## config.mk

```make
export PLATFORM = sky130hd
export DESIGN_NAME = digitizer_waveform_unpacker_flat
export DESIGN_NICKNAME = d
export VERILOG_FILES = /design/src/hw/rtl/dwu_pkg.sv /design/src/hw/rtl/dwu_in_if.sv /design/src/hw/rtl/dwu_out_if.sv /design/src/hw/rtl/digitizer_waveform_unpacker.sv /design/src/hw/rtl/dwu_fifo.sv /design/src/hw/rtl/dwu_front.sv /design/src/hw/rtl/dwu_back.sv /design/src/flat_wrapper.sv
export SDC_FILE = /design/constraint.sdc
export NUM_CORES = 1
export LEC_CHECK = 0
export BUFFER_PORTS_ARGS = -buffer_cell sky130_fd_sc_hd__buf_2
export CAP_MARGIN = 20
export CORE_MARGIN = 8
export CORE_UTILIZATION = 63
export DETAILED_ROUTE_END_ITERATION = 10
export HOLD_SLACK_MARGIN = 0.15
export PLACE_DENSITY = 0.81
export SLEW_MARGIN = 20
export SYNTH_ARGS = -nofsm -noshare
export SYNTH_HDL_FRONTEND = slang
export SYNTH_SLANG_ARGS = --single-unit
```

## constraint.sdc

```tcl
create_clock -name clk -period 10.1 [get_ports clk]
set_input_delay 1.01 -clock clk [delete_from_list [all_inputs] [get_ports clk]]
set_output_delay 1.01 -clock clk [all_outputs]
set_load 0.02 [all_outputs]
```

## src/hw/rtl/dwu_pkg.sv

```systemverilog
// Shared types, constants and helpers of the digitizer waveform unpacker.
// Used by the output interface, the front, the back and the top level; no dependencies.
package dwu_pkg;

	// Default width of the run length field.
	localparam int unsigned DEFAULT_RUN_WIDTH = 26;
	// Width of the word count in a ZLE control word.
	localparam int unsigned BLOCK_CNT_W = 21;
	// Control word bit that marks a kept block.
	localparam int unsigned CTRL_KEPT_BIT = 31;
	// Entries of the queue between front and back.
	localparam int unsigned QUEUE_DEPTH = 4;

	// Configuration port.
	localparam int unsigned CFG_INDEX_W = 1;
	localparam int unsigned CFG_DATA_W = 2;
	localparam logic [CFG_INDEX_W-1:0] CFG_ZLE_ENABLE = 1'd0;
	localparam logic [CFG_INDEX_W-1:0] CFG_SAMPLE_FORMAT = 1'd1;

	typedef enum logic [1:0] {
		FMT_8  = 2'd0,
		FMT_10 = 2'd1,
		FMT_16 = 2'd2,
		FMT_32 = 2'd3
	} smp_fmt_t;

	localparam smp_fmt_t FMT_RESET = FMT_16;

	typedef enum logic [1:0] {
		PH_HEADER  = 2'd0,
		PH_CONTROL = 2'd1,
		PH_DATA    = 2'd2
	} phase_t;

	// One classified word, as handed from the front to the back.
	// Results come out in the order: leading fill, samples, trailing fill, closing run.
	typedef struct packed {
		logic [31:0] word;
		smp_fmt_t    fmt;
		logic [2:0]  nsamp;
		logic        fill_en;
		logic        fill_pre;
		logic        fill_sat;
		logic        close_en;
		logic [31:0] aux_val;
		logic        lerr;
		logic        last;
		logic [2:0]  nres;
	} dwu_job_t;

	// Sample idx of a word, low bits first.
	function automatic logic [31:0] sample_at(input logic [31:0] word, input smp_fmt_t fmt,
			input logic [1:0] idx);
		logic [31:0] v;
		v = '0;
		case (fmt)
			FMT_8: begin
				v = {24'd0, word[8*idx +: 8]};
			end
			FMT_10: begin
				case (idx)
					2'd0: v = {22'd0, word[9:0]};
					2'd1: v = {22'd0, word[19:10]};
					default: v = {22'd0, word[29:20]};
				endcase
			end
			FMT_16: begin
				v = idx[0] ? {16'd0, word[31:16]} : {16'd0, word[15:0]};
			end
			default: begin
				v = word;
			end
		endcase
		return v;
	endfunction

endpackage

```

## src/hw/rtl/dwu_in_if.sv

```systemverilog
// Input channel of the digitizer waveform unpacker: one 32-bit word per transaction.
// Depends on nothing.
interface dwu_in_if;
	logic        valid;
	logic        ready;
	logic [31:0] data_word;
	logic        last_word;

	modport source (output valid, output data_word, output last_word, input ready);
	modport sink (input valid, input data_word, input last_word, output ready);
endinterface

```

## src/hw/rtl/dwu_out_if.sv

```systemverilog
// Output channel of the digitizer waveform unpacker: one run per transaction.
// Depends on dwu_pkg for the default run width.
interface dwu_out_if import dwu_pkg::*; #(
	parameter int unsigned RUN_WIDTH = DEFAULT_RUN_WIDTH
);
	logic                 valid;
	logic                 ready;
	logic [31:0]          sample_value;
	logic [RUN_WIDTH-1:0] run_length;
	logic                 is_fill;
	logic                 run_saturated;
	logic                 length_error;
	logic                 last;

	modport source (output valid, output sample_value, output run_length, output is_fill,
		output run_saturated, output length_error, output last, input ready);
	modport sink (input valid, input sample_value, input run_length, input is_fill,
		input run_saturated, input length_error, input last, output ready);
endinterface

```

## src/hw/rtl/digitizer_waveform_unpacker.sv

```systemverilog
// Top level of the digitizer waveform unpacker: configuration registers, front, queue, back.
// Depends on dwu_pkg, dwu_in_if, dwu_out_if, dwu_fifo, dwu_front and dwu_back.
//
// Channel     Direction  Transaction carries
// words       in         data_word (32), last_word (1)
// runs        out        sample_value (32), run_length (RUN_WIDTH), is_fill, run_saturated,
//                        length_error, last
// cfg         in         cfg_wr_en, cfg_index, cfg_wdata (write only, no handshake)
//
// The front takes one word per cycle while the queue has room. Each word makes zero to
// five runs (a data word makes four or five for 8-bit samples, one or two for 32-bit
// samples), and the back sequencer gives out one run per cycle while the output is not
// stalled; header and control words that make no run stay in the front and are not queued.
// Reset clears the channel state, the queue and the output valid flag; nothing else needs
// a clearing pass. A stalled output holds its run while the front keeps filling the queue.
module digitizer_waveform_unpacker import dwu_pkg::*; #(
	parameter int unsigned RUN_WIDTH = DEFAULT_RUN_WIDTH
) (
	input  logic                   clk,
	input  logic                   arst_n,
	dwu_in_if.sink                 words,
	dwu_out_if.source              runs,
	input  logic                   cfg_wr_en,
	input  logic [CFG_INDEX_W-1:0] cfg_index,
	input  logic [CFG_DATA_W-1:0]  cfg_wdata
);
	// A queue entry is the job descriptor plus the fill length, whose width follows
	// the run width.
	localparam int unsigned Q_WIDTH = RUN_WIDTH + $bits(dwu_job_t);

	logic                 zle_en_q;
	smp_fmt_t             fmt_q;

	logic                 push;
	logic                 pop;
	logic                 q_full;
	logic                 q_empty;
	dwu_job_t             job_in;
	dwu_job_t             job_out;
	logic [RUN_WIDTH-1:0] len_in;
	logic [RUN_WIDTH-1:0] len_out;
	logic [Q_WIDTH-1:0]   q_rd;

	// Configuration must be written only while the block is idle; the block does not enforce
	// this, so the user must keep to it, and the registers feed the front directly.
	always_ff @(posedge clk or negedge arst_n) begin
		if (!arst_n) begin
			zle_en_q <= 1'b0;
			fmt_q <= FMT_RESET;
		end else if (cfg_wr_en) begin
			case (cfg_index)
				CFG_ZLE_ENABLE: zle_en_q <= cfg_wdata[0];
				CFG_SAMPLE_FORMAT: fmt_q <= smp_fmt_t'(cfg_wdata[1:0]);
				default: begin
				end
			endcase
		end
	end

	// The front classifies each word and keeps the ZLE channel state up to date.
	dwu_front #(
		.RUN_WIDTH(RUN_WIDTH)
	) u_front (
		.clk(clk),
		.arst_n(arst_n),
		.words(words),
		.zle_en(zle_en_q),
		.fmt_cfg(fmt_q),
		.q_full(q_full),
		.push(push),
		.job(job_in),
		.fill_len(len_in)
	);

	// The queue lets the front run ahead while the back works through multi-run words
	// or waits on a stalled output.
	dwu_fifo #(
		.WIDTH(Q_WIDTH),
		.DEPTH(QUEUE_DEPTH)
	) u_fifo (
		.clk(clk),
		.arst_n(arst_n),
		.push(push),
		.wr_data({len_in, job_in}),
		.pop(pop),
		.rd_data(q_rd),
		.full(q_full),
		.empty(q_empty)
	);

	assign job_out = dwu_job_t'(q_rd[$bits(dwu_job_t)-1:0]);
	assign len_out = q_rd[Q_WIDTH-1 -: RUN_WIDTH];

	// The back emits the runs of the head job in order and pops it after the last one.
	dwu_back #(
		.RUN_WIDTH(RUN_WIDTH)
	) u_back (
		.clk(clk),
		.arst_n(arst_n),
		.q_empty(q_empty),
		.job(job_out),
		.fill_len(len_out),
		.pop(pop),
		.runs(runs)
	);
endmodule

```

## src/hw/rtl/dwu_fifo.sv

```systemverilog
// Small register queue between the front and the back of the unpacker.
// Depends on nothing; width and depth are parameters.
module dwu_fifo #(
	parameter int unsigned WIDTH = 8,
	parameter int unsigned DEPTH = 4
) (
	input  logic             clk,
	input  logic             arst_n,
	input  logic             push,
	input  logic [WIDTH-1:0] wr_data,
	input  logic             pop,
	output logic [WIDTH-1:0] rd_data,
	output logic             full,
	output logic             empty
);
	localparam int unsigned ADDR_W = (DEPTH > 1) ? $clog2(DEPTH) : 1;
	localparam int unsigned CNT_W = $clog2(DEPTH + 1);
	localparam logic [ADDR_W-1:0] LAST_ADDR = ADDR_W'(DEPTH - 1);
	localparam logic [CNT_W-1:0] FULL_CNT = CNT_W'(DEPTH);

	logic [WIDTH-1:0]  mem_q [DEPTH];
	logic [ADDR_W-1:0] wr_ptr_q;
	logic [ADDR_W-1:0] rd_ptr_q;
	logic [CNT_W-1:0]  count_q;

	assign full = (count_q == FULL_CNT);
	assign empty = (count_q == '0);
	assign rd_data = mem_q[rd_ptr_q];

	always_ff @(posedge clk) begin
		if (push) begin
			mem_q[wr_ptr_q] <= wr_data;
		end
	end

	always_ff @(posedge clk or negedge arst_n) begin
		if (!arst_n) begin
			wr_ptr_q <= '0;
			rd_ptr_q <= '0;
			count_q <= '0;
		end else begin
			if (push) begin
				wr_ptr_q <= (wr_ptr_q == LAST_ADDR) ? '0 : wr_ptr_q + 1'b1;
			end
			if (pop) begin
				rd_ptr_q <= (rd_ptr_q == LAST_ADDR) ? '0 : rd_ptr_q + 1'b1;
			end
			if (push && !pop) begin
				count_q <= count_q + 1'b1;
			end else if (pop && !push) begin
				count_q <= count_q - 1'b1;
			end
		end
	end
endmodule

```

## src/hw/rtl/dwu_front.sv

```systemverilog
// Front of the unpacker: accepts words, tracks the ZLE channel state and turns each
// word into a job for the back. Depends on dwu_pkg and dwu_in_if.
module dwu_front import dwu_pkg::*; #(
	parameter int unsigned RUN_WIDTH = DEFAULT_RUN_WIDTH
) (
	input  logic                 clk,
	input  logic                 arst_n,
	dwu_in_if.sink               words,
	input  logic                 zle_en,
	input  smp_fmt_t             fmt_cfg,
	input  logic                 q_full,
	output logic                 push,
	output dwu_job_t             job,
	output logic [RUN_WIDTH-1:0] fill_len
);
	localparam int unsigned SUB_W = BLOCK_CNT_W + 2;
	localparam int unsigned SUM_W = ((RUN_WIDTH > SUB_W) ? RUN_WIDTH : SUB_W) + 1;
	localparam logic [SUM_W-1:0] SUM_MAX = SUM_W'((64'd1 << RUN_WIDTH) - 64'd1);
	localparam logic [RUN_WIDTH-1:0] RUN_MAX = {RUN_WIDTH{1'b1}};

	phase_t                 phase_q, phase_n;
	logic [31:0]            seen_q, seen_n;
	logic [31:0]            decl_q, decl_n;
	logic [BLOCK_CNT_W-1:0] blk_q, blk_n;
	logic [RUN_WIDTH-1:0]   pend_q, pend_n;
	logic                   clamp_q, clamp_n;
	logic                   have_q, have_n;
	logic [31:0]            kept_q, kept_n;

	logic                   accept;
	logic [31:0]            w;
	smp_fmt_t               zfmt;
	logic [2:0]             spw;
	logic [1:0]             spw_shift;
	logic [BLOCK_CNT_W-1:0] sub;
	logic [SUM_W-1:0]       gap_sum;
	logic                   gap_sat;
	logic [31:0]            fillv;

	assign words.ready = !q_full;
	assign accept = words.valid && !q_full;
	assign w = words.data_word;
	assign sub = w[BLOCK_CNT_W-1:0];
	// ZLE data has no packed format; the 10-bit setting reads it as 16-bit samples.
	assign zfmt = (fmt_cfg == FMT_10) ? FMT_16 : fmt_cfg;

	always_comb begin
		case (zfmt)
			FMT_8: begin
				spw = 3'd4;
				spw_shift = 2'd2;
			end
			FMT_32: begin
				spw = 3'd1;
				spw_shift = 2'd0;
			end
			default: begin
				spw = 3'd2;
				spw_shift = 2'd1;
			end
		endcase
	end

	assign gap_sum = SUM_W'(pend_q) + (SUM_W'(sub) << spw_shift);
	assign gap_sat = (gap_sum > SUM_MAX);

	always_comb begin
		phase_n = phase_q;
		seen_n = seen_q;
		decl_n = decl_q;
		blk_n = blk_q;
		pend_n = pend_q;
		clamp_n = clamp_q;
		have_n = have_q;
		kept_n = kept_q;
		fillv = '0;
		job = '0;
		fill_len = '0;
		job.word = w;
		if (zle_en) begin
			job.fmt = zfmt;
			case (phase_q)
				PH_CONTROL: begin
					seen_n = seen_q + 32'd1;
					if (w[CTRL_KEPT_BIT]) begin
						if (sub != '0) begin
							blk_n = sub;
							phase_n = PH_DATA;
						end
					end else begin
						pend_n = gap_sat ? RUN_MAX : gap_sum[RUN_WIDTH-1:0];
						if (gap_sat) begin
							clamp_n = 1'b1;
						end
					end
				end
				PH_DATA: begin
					seen_n = seen_q + 32'd1;
					job.nsamp = spw;
					if (pend_q != '0) begin
						// The gap takes the value of the first kept sample after it.
						job.fill_en = 1'b1;
						job.fill_pre = 1'b1;
						job.fill_sat = clamp_q;
						job.aux_val = sample_at(w, zfmt, 2'd0);
						fill_len = pend_q;
						pend_n = '0;
						clamp_n = 1'b0;
					end
					kept_n = sample_at(w, zfmt, 2'(spw - 3'd1));
					have_n = 1'b1;
					blk_n = blk_q - 1'b1;
					if (blk_n == '0) begin
						phase_n = PH_CONTROL;
					end
				end
				default: begin
					decl_n = w;
					seen_n = 32'd1;
					blk_n = '0;
					pend_n = '0;
					clamp_n = 1'b0;
					have_n = 1'b0;
					kept_n = '0;
					phase_n = PH_CONTROL;
				end
			endcase
			if (seen_n >= decl_n) begin
				fillv = have_n ? kept_n : 32'd1;
				job.lerr = (blk_n != '0);
				if (pend_n != '0) begin
					job.fill_en = 1'b1;
					job.fill_pre = 1'b0;
					job.fill_sat = clamp_n;
					job.aux_val = fillv;
					fill_len = pend_n;
				end else if (job.nsamp == 3'd0) begin
					job.close_en = 1'b1;
					job.aux_val = fillv;
				end
				job.last = 1'b1;
				phase_n = PH_HEADER;
				blk_n = '0;
				pend_n = '0;
				clamp_n = 1'b0;
			end
		end else begin
			job.fmt = fmt_cfg;
			case (fmt_cfg)
				FMT_8: job.nsamp = 3'd4;
				FMT_10: job.nsamp = {1'b0, w[31:30]};
				FMT_16: job.nsamp = 3'd2;
				default: job.nsamp = 3'd1;
			endcase
			job.close_en = words.last_word && (job.nsamp == 3'd0);
			job.last = words.last_word;
		end
		job.nres = job.nsamp + {2'd0, job.fill_en} + {2'd0, job.close_en};
		push = accept && (job.nres != 3'd0);
	end

	always_ff @(posedge clk or negedge arst_n) begin
		if (!arst_n) begin
			phase_q <= PH_HEADER;
			seen_q <= '0;
			decl_q <= '0;
			blk_q <= '0;
			pend_q <= '0;
			clamp_q <= 1'b0;
			have_q <= 1'b0;
			kept_q <= '0;
		end else if (accept && zle_en) begin
			phase_q <= phase_n;
			seen_q <= seen_n;
			decl_q <= decl_n;
			blk_q <= blk_n;
			pend_q <= pend_n;
			clamp_q <= clamp_n;
			have_q <= have_n;
			kept_q <= kept_n;
		end
	end
endmodule

```

## src/hw/rtl/dwu_back.sv

```systemverilog
// Back of the unpacker: moves the job at the queue head into the output register,
// one run per cycle unless the output stalls. Depends on dwu_pkg and dwu_out_if.
module dwu_back import dwu_pkg::*; #(
	parameter int unsigned RUN_WIDTH = DEFAULT_RUN_WIDTH
) (
	input  logic                 clk,
	input  logic                 arst_n,
	input  logic                 q_empty,
	input  dwu_job_t             job,
	input  logic [RUN_WIDTH-1:0] fill_len,
	output logic                 pop,
	dwu_out_if.source            runs
);
	logic [2:0]           pos_q;
	logic                 out_valid_q;
	logic [31:0]          value_q;
	logic [RUN_WIDTH-1:0] len_q;
	logic                 fill_q;
	logic                 sat_q;
	logic                 lerr_q;
	logic                 last_q;

	logic                 advance;
	logic                 emit;
	logic                 lead_fill;
	logic [2:0]           j;
	logic                 final_res;
	logic [31:0]          value_d;
	logic [RUN_WIDTH-1:0] len_d;
	logic                 fill_d;
	logic                 sat_d;

	assign advance = !out_valid_q || runs.ready;
	assign emit = advance && !q_empty;
	assign final_res = (pos_q == job.nres - 3'd1);
	assign pop = emit && final_res;

	assign lead_fill = job.fill_en && job.fill_pre;
	assign j = pos_q - {2'd0, lead_fill};

	always_comb begin
		value_d = job.aux_val;
		len_d = '0;
		fill_d = 1'b0;
		sat_d = 1'b0;
		if (lead_fill && (pos_q == 3'd0)) begin
			len_d = fill_len;
			fill_d = 1'b1;
			sat_d = job.fill_sat;
		end else if (j < job.nsamp) begin
			value_d = sample_at(job.word, job.fmt, j[1:0]);
			len_d = RUN_WIDTH'(1);
		end else if (job.fill_en) begin
			len_d = fill_len;
			fill_d = 1'b1;
			sat_d = job.fill_sat;
		end
	end

	always_ff @(posedge clk or negedge arst_n) begin
		if (!arst_n) begin
			pos_q <= '0;
			out_valid_q <= 1'b0;
		end else if (advance) begin
			out_valid_q <= !q_empty;
			if (emit) begin
				pos_q <= final_res ? 3'd0 : pos_q + 3'd1;
			end
		end
	end

	always_ff @(posedge clk) begin
		if (emit) begin
			value_q <= value_d;
			len_q <= len_d;
			fill_q <= fill_d;
			sat_q <= sat_d;
			lerr_q <= final_res && job.lerr;
			last_q <= final_res && job.last;
		end
	end

	assign runs.valid = out_valid_q;
	assign runs.sample_value = value_q;
	assign runs.run_length = len_q;
	assign runs.is_fill = fill_q;
	assign runs.run_saturated = sat_q;
	assign runs.length_error = lerr_q;
	assign runs.last = last_q;
endmodule

```

## src/flat_wrapper.sv

```systemverilog
// flat-port wrapper written by rule: the top's interface ports become plain ports
module digitizer_waveform_unpacker_flat import dwu_pkg::*;
#(
	parameter int unsigned RUN_WIDTH = DEFAULT_RUN_WIDTH
)
  (clk, arst_n, cfg_wr_en, cfg_index, cfg_wdata, words_valid, words_data_word, words_last_word, words_ready, runs_valid, runs_sample_value, runs_run_length, runs_is_fill, runs_run_saturated, runs_length_error, runs_last, runs_ready);
  dwu_in_if words_i ();
  dwu_out_if #(.RUN_WIDTH(RUN_WIDTH)) runs_i ();
  input  logic clk;
  input  logic arst_n;
  input  logic cfg_wr_en;
  input  logic [CFG_INDEX_W-1:0] cfg_index;
  input  logic [CFG_DATA_W-1:0] cfg_wdata;
  input wire logic [$bits(words_i.valid)-1:0] words_valid;
  input wire logic [$bits(words_i.data_word)-1:0] words_data_word;
  input wire logic [$bits(words_i.last_word)-1:0] words_last_word;
  output wire logic [$bits(words_i.ready)-1:0] words_ready;
  output wire logic [$bits(runs_i.valid)-1:0] runs_valid;
  output wire logic [$bits(runs_i.sample_value)-1:0] runs_sample_value;
  output wire logic [$bits(runs_i.run_length)-1:0] runs_run_length;
  output wire logic [$bits(runs_i.is_fill)-1:0] runs_is_fill;
  output wire logic [$bits(runs_i.run_saturated)-1:0] runs_run_saturated;
  output wire logic [$bits(runs_i.length_error)-1:0] runs_length_error;
  output wire logic [$bits(runs_i.last)-1:0] runs_last;
  input wire logic [$bits(runs_i.ready)-1:0] runs_ready;
  assign words_i.valid = words_valid;
  assign words_i.data_word = words_data_word;
  assign words_i.last_word = words_last_word;
  assign words_ready = words_i.ready;
  assign runs_valid = runs_i.valid;
  assign runs_sample_value = runs_i.sample_value;
  assign runs_run_length = runs_i.run_length;
  assign runs_is_fill = runs_i.is_fill;
  assign runs_run_saturated = runs_i.run_saturated;
  assign runs_length_error = runs_i.length_error;
  assign runs_last = runs_i.last;
  assign runs_i.ready = runs_ready;
  digitizer_waveform_unpacker #(.RUN_WIDTH(RUN_WIDTH)) u_core (.clk(clk), .arst_n(arst_n), .words(words_i), .runs(runs_i), .cfg_wr_en(cfg_wr_en), .cfg_index(cfg_index), .cfg_wdata(cfg_wdata));
endmodule
```

==> metrics.md <==
| Metric | Value |
|---|---|
| Count of antenna-violating nets left after detailed routing | `0` |
| Slowest cell on crit path | `ha_2` |
| Top area cells in the synthesized netlist | `edfxtp_1, dfrtp_1, mux4_2` |
| Total via count in the routed design | `22800` |
| Final setup TNS | `0 ns` |
| Worst path buffer plus inverter count | `3` |
| Final HPWL from detailed placement | `55900 um` |
| Fmax achieved | `116 MHz` |
| Clock latency reported for the late side of the worst-skew pair | `0.63 ns` |
| Critical-path maximum fanout | `53` |
| Quantity of hold-fixing buffers added after cts | `0` |
| Initial core utilization | `63.3%` |
| Post-route total power | `11.1 mW` |
| Dominant delay contributor by cell family on the critical path | `compound AO/OA/AOI/OAI gates` |
| Most common cell after layout, fill and taps aside | `edfxtp_1` |
| Remaining routing DRC violations | `0` |
| Buffers on Ports | `104` |
| Synth cell types | `88` |
| Worst IR drop on VDD | `0.256 mV` |
| Commonest cells after routing, fill and taps aside | `edfxtp_1, nand2_1, dfrtp_1` |
| Longest Clk Path Bufs | `3` |
| I/O pins | `105` |
| Type of destination of the critical path | `flip-flop` |
| Net count reported at finish | `2665` |
| Pin count of the biggest net entering global routing | `108` |
| Setup skew after layout | `0.0452 ns` |
| DRC marker count from the first detailed-route iteration | `3625` |
| Async S/R FF share, synth | `25.4%` |
| Top cell type's share of synthesized area | `45.2%` |
| Critical path arrival | `8.89 ns` |
| Transition time of the tightest slew-check pin | `1.10 ns` |
| Count of flip-flops with a built-in enable after synthesis | `474` |
| Largest stage delay on the critical path | `0.80 ns` |
| CTS sink count | `635` |
| Area overhead of the layout relative to synthesis | `10.7%` |
| Net Count, Synth | `2628` |
| Chip Width | `240 um` |
| Routed length per placed instance | `27.9 um` |
| Row count | `82` |
| Root cell of the clock tree | `clkbuf_16` |
| TritonCTS Buffers | `66` |
| Slew Limit Fails | `0` |
| Sequence of cells on the critical path | `inv_1 > ha_2 > mux4_2 > ha_1 > a21oi_1 > o21ai_1 > a221o_1 > o21ai_2 > nand2_1 > o221a_2 > a2111oi_2 > and2_1 > nor3b_1 > a41oi_1 > fa_1 > inv_1 > ha_1 > xnor2_1 > o311a_1 > and2_4 > buf_12` |
| Worst hold path type | `input port to async pin` |
| Cell type with the largest total area after synthesis | `edfxtp_1` |
| Part of the Yosys area used for sequential elements | `58.0%` |
| Max-capacitance violation count | `0` |
| Final critical-path required period | `8.62 ns` |
| Required time of the worst setup path | `10.38 ns` |
| Wirelength, routed | `91000 um` |
| Post-synthesis sequential element count | `635` |
| Power Density | `317 nW/um^2` |
| Synthesized area divided by synthesized cell count | `12.6 um^2` |
| Worst-case headroom to the max-slew limit | `26.5%` |
| Endpoints failing setup | `0` |
| Static Leak | `13.3 nW` |
| Global-route wire length before repair | `136000 um` |
| Height of the chip | `240 um` |
| H-tree depth reported by CTS | `3` |
| RSZ-0062 raised after global routing | `no` |
| TritonRoute pass-1 iters | `11` |
| Fraction of the cycle the final worst path needs | `85.3%` |
| Routability congestion estimate | `0.947` |
| Dominant register cell in the synthesized netlist | `edfxtp_1` |
| Critical path type | `flip-flop to flip-flop` |
| Resized cells post-CTS | `0` |
| Share of layout cells above drive strength 1 | `16.9%` |
| Via density per instance | `6.97` |
| Yosys warnings | `0` |
| Via count of the first global-routing pass | `22200` |
| Total setup buffers inserted after CTS | `0` |
| GRT overflow | `0` |
| Final Hold Violating Endpoints | `0` |
| Post-Synthesis Cell Area | `31500 um^2` |
| Total Die Area | `57400 um^2` |
| Clock tree from TritonCTS | `yes` |
| Run status | `complete, no violations` |
| Synthesized instance count | `2502` |
| Startpoint type of the worst setup path | `flip-flop` |
| Number of antenna violations at the first check in global routing | `2` |
| Overall routing resource usage | `31.4%` |
| Clock-pin slew of the registers on the worst-case setup and hold paths | `0.06 ns` |
| Core Region | `49800 um^2` |
-- cells in the mapped netlist, types with 6 or more instances --
library cell    n
nand2_1       342
buf_2          14
buf_1          25
o21ai_0       157
mux4_2        113
o31ai_1        47
a2111oi_0       7
mux2i_1        71
a21oi_1        89
a22oi_1        21
a221oi_1       23
nor2b_1        19
a21o_1         28
o21a_1         13
ha_1           82
o22ai_1         9
xor2_1         28
or3_1          14
and2_1         14
nor2_1        142
a222oi_1        9
dfrtp_1       160
nor4_1         14
nor3_1         35
a22o_1         58
nand3_1        26
nand4_1        27
clkbuf_1      128
o211ai_1       17
a31oi_1        13
mux2_2         37
a211oi_1        6
inv_1          49
and3_1         46
edfxtp_1      474
nand2b_1       21
nand3b_1        6
xnor2_1        25
-- routing by layer --
| metal | vias to the layer above | wire [um] | global-route usage (%) |
|---|---|---|---|
| li1 | 9626 | - | - |
| met1 | 11200 | 33700 | 41.7 |
| met2 | 1637 | 42300 | 49.6 |
| met3 | 327 | 10600 | 7.49 |
| met4 | 2 | 4390 | 13.3 |
| met5 | - | 9 | 0 |
-- sequential cells by signal, summed over array words and instances, names as in the netlist, 21 cells and up --
signal and count:
u_core.u_back.runs.run_length 26, u_core.u_back.runs.sample_value 32, u_core.u_fifo.mem_q 412, u_core.u_front.blk_q 21
u_core.u_front.decl_q 32, u_core.u_front.kept_q 32, u_core.u_front.pend_q 26, u_core.u_front.seen_q 32
-- power by group --
part | internal [mW] | leakage, nW | switching, mW
clock network | 1.45 | 1.11 | 1.09
logic | 1.63 | 5.64 | 2.96
registers | 3.58 | 6.57 | 0.352
-- area by class of cell --
cell class	count	area (um^2)
clock inverters	39	502
repair buffers	139	840
inverters	51	191
clock buffers	83	1800
well taps	672	841
fillers	3151	14900
flip-flops and latches	635	18300
diodes	1	2.50
multi-input cells	1646	12400
-- kinds of logic (layout without fill, tap and decap cells) --
group / Yosys count / after routing / synth area share (%)
compound gates: 559 / 559 / 12.1
xor+xnor: 53 / 53 / 1.47
fa+ha+maj: 85 / 85 / 3.45
buf+inv: 221 / 312 / 2.75
flops: 635 / 635 / 58.0
mux: 221 / 221 / 11.7
other cells: 0 / 1 / 0
simple gates: 728 / 728 / 10.6
-- metrics by stage --
stage	cells	area, um^2	setup slack, ns	util (%)	hold slack, ns
2_1_floorplan	2502	31500	0.860	-	0.446
3_3_place_gp	3143	32600	1.63	65.5	0.457
3_5_place_dp	3143	32600	1.40	65.5	0.470
4_1_cts	3265	34900	1.25	70.1	0.384
5_1_grt	3266	34900	1.05	70.1	0.420
6_report	3266	34900	1.48	70.1	0.376
-- worst paths after layout --
path | startpoint | cells past startpoint | to | slack (ns)
max | u_core.fmt_q[1]$_DFFE_PN1P_ | 21 | u_core.u_fifo.mem_q[3][19]$_DFFE_PP_ | 1.48
min | arst_n | 1 | u_core.u_front.kept_q[27]$_DFFE_PN0P_ | 0.38
max reg2reg | u_core.fmt_q[1]$_DFFE_PN1P_ | 21 | u_core.u_fifo.mem_q[3][19]$_DFFE_PP_ | 1.48
min reg2reg | u_core.u_front.decl_q[5]$_DFFE_PN0P_ | 2 | u_core.u_front.decl_q[5]$_DFFE_PN0P_ | 0.48
max in group asynchronous | arst_n | 3 | u_core.u_front.pend_q[13]$_DFFE_PN0P_ | 7.81
min in group clk | u_core.u_front.decl_q[5]$_DFFE_PN0P_ | 2 | u_core.u_front.decl_q[5]$_DFFE_PN0P_ | 0.48
No activity file was read; power rests on OpenSTA's default activity.
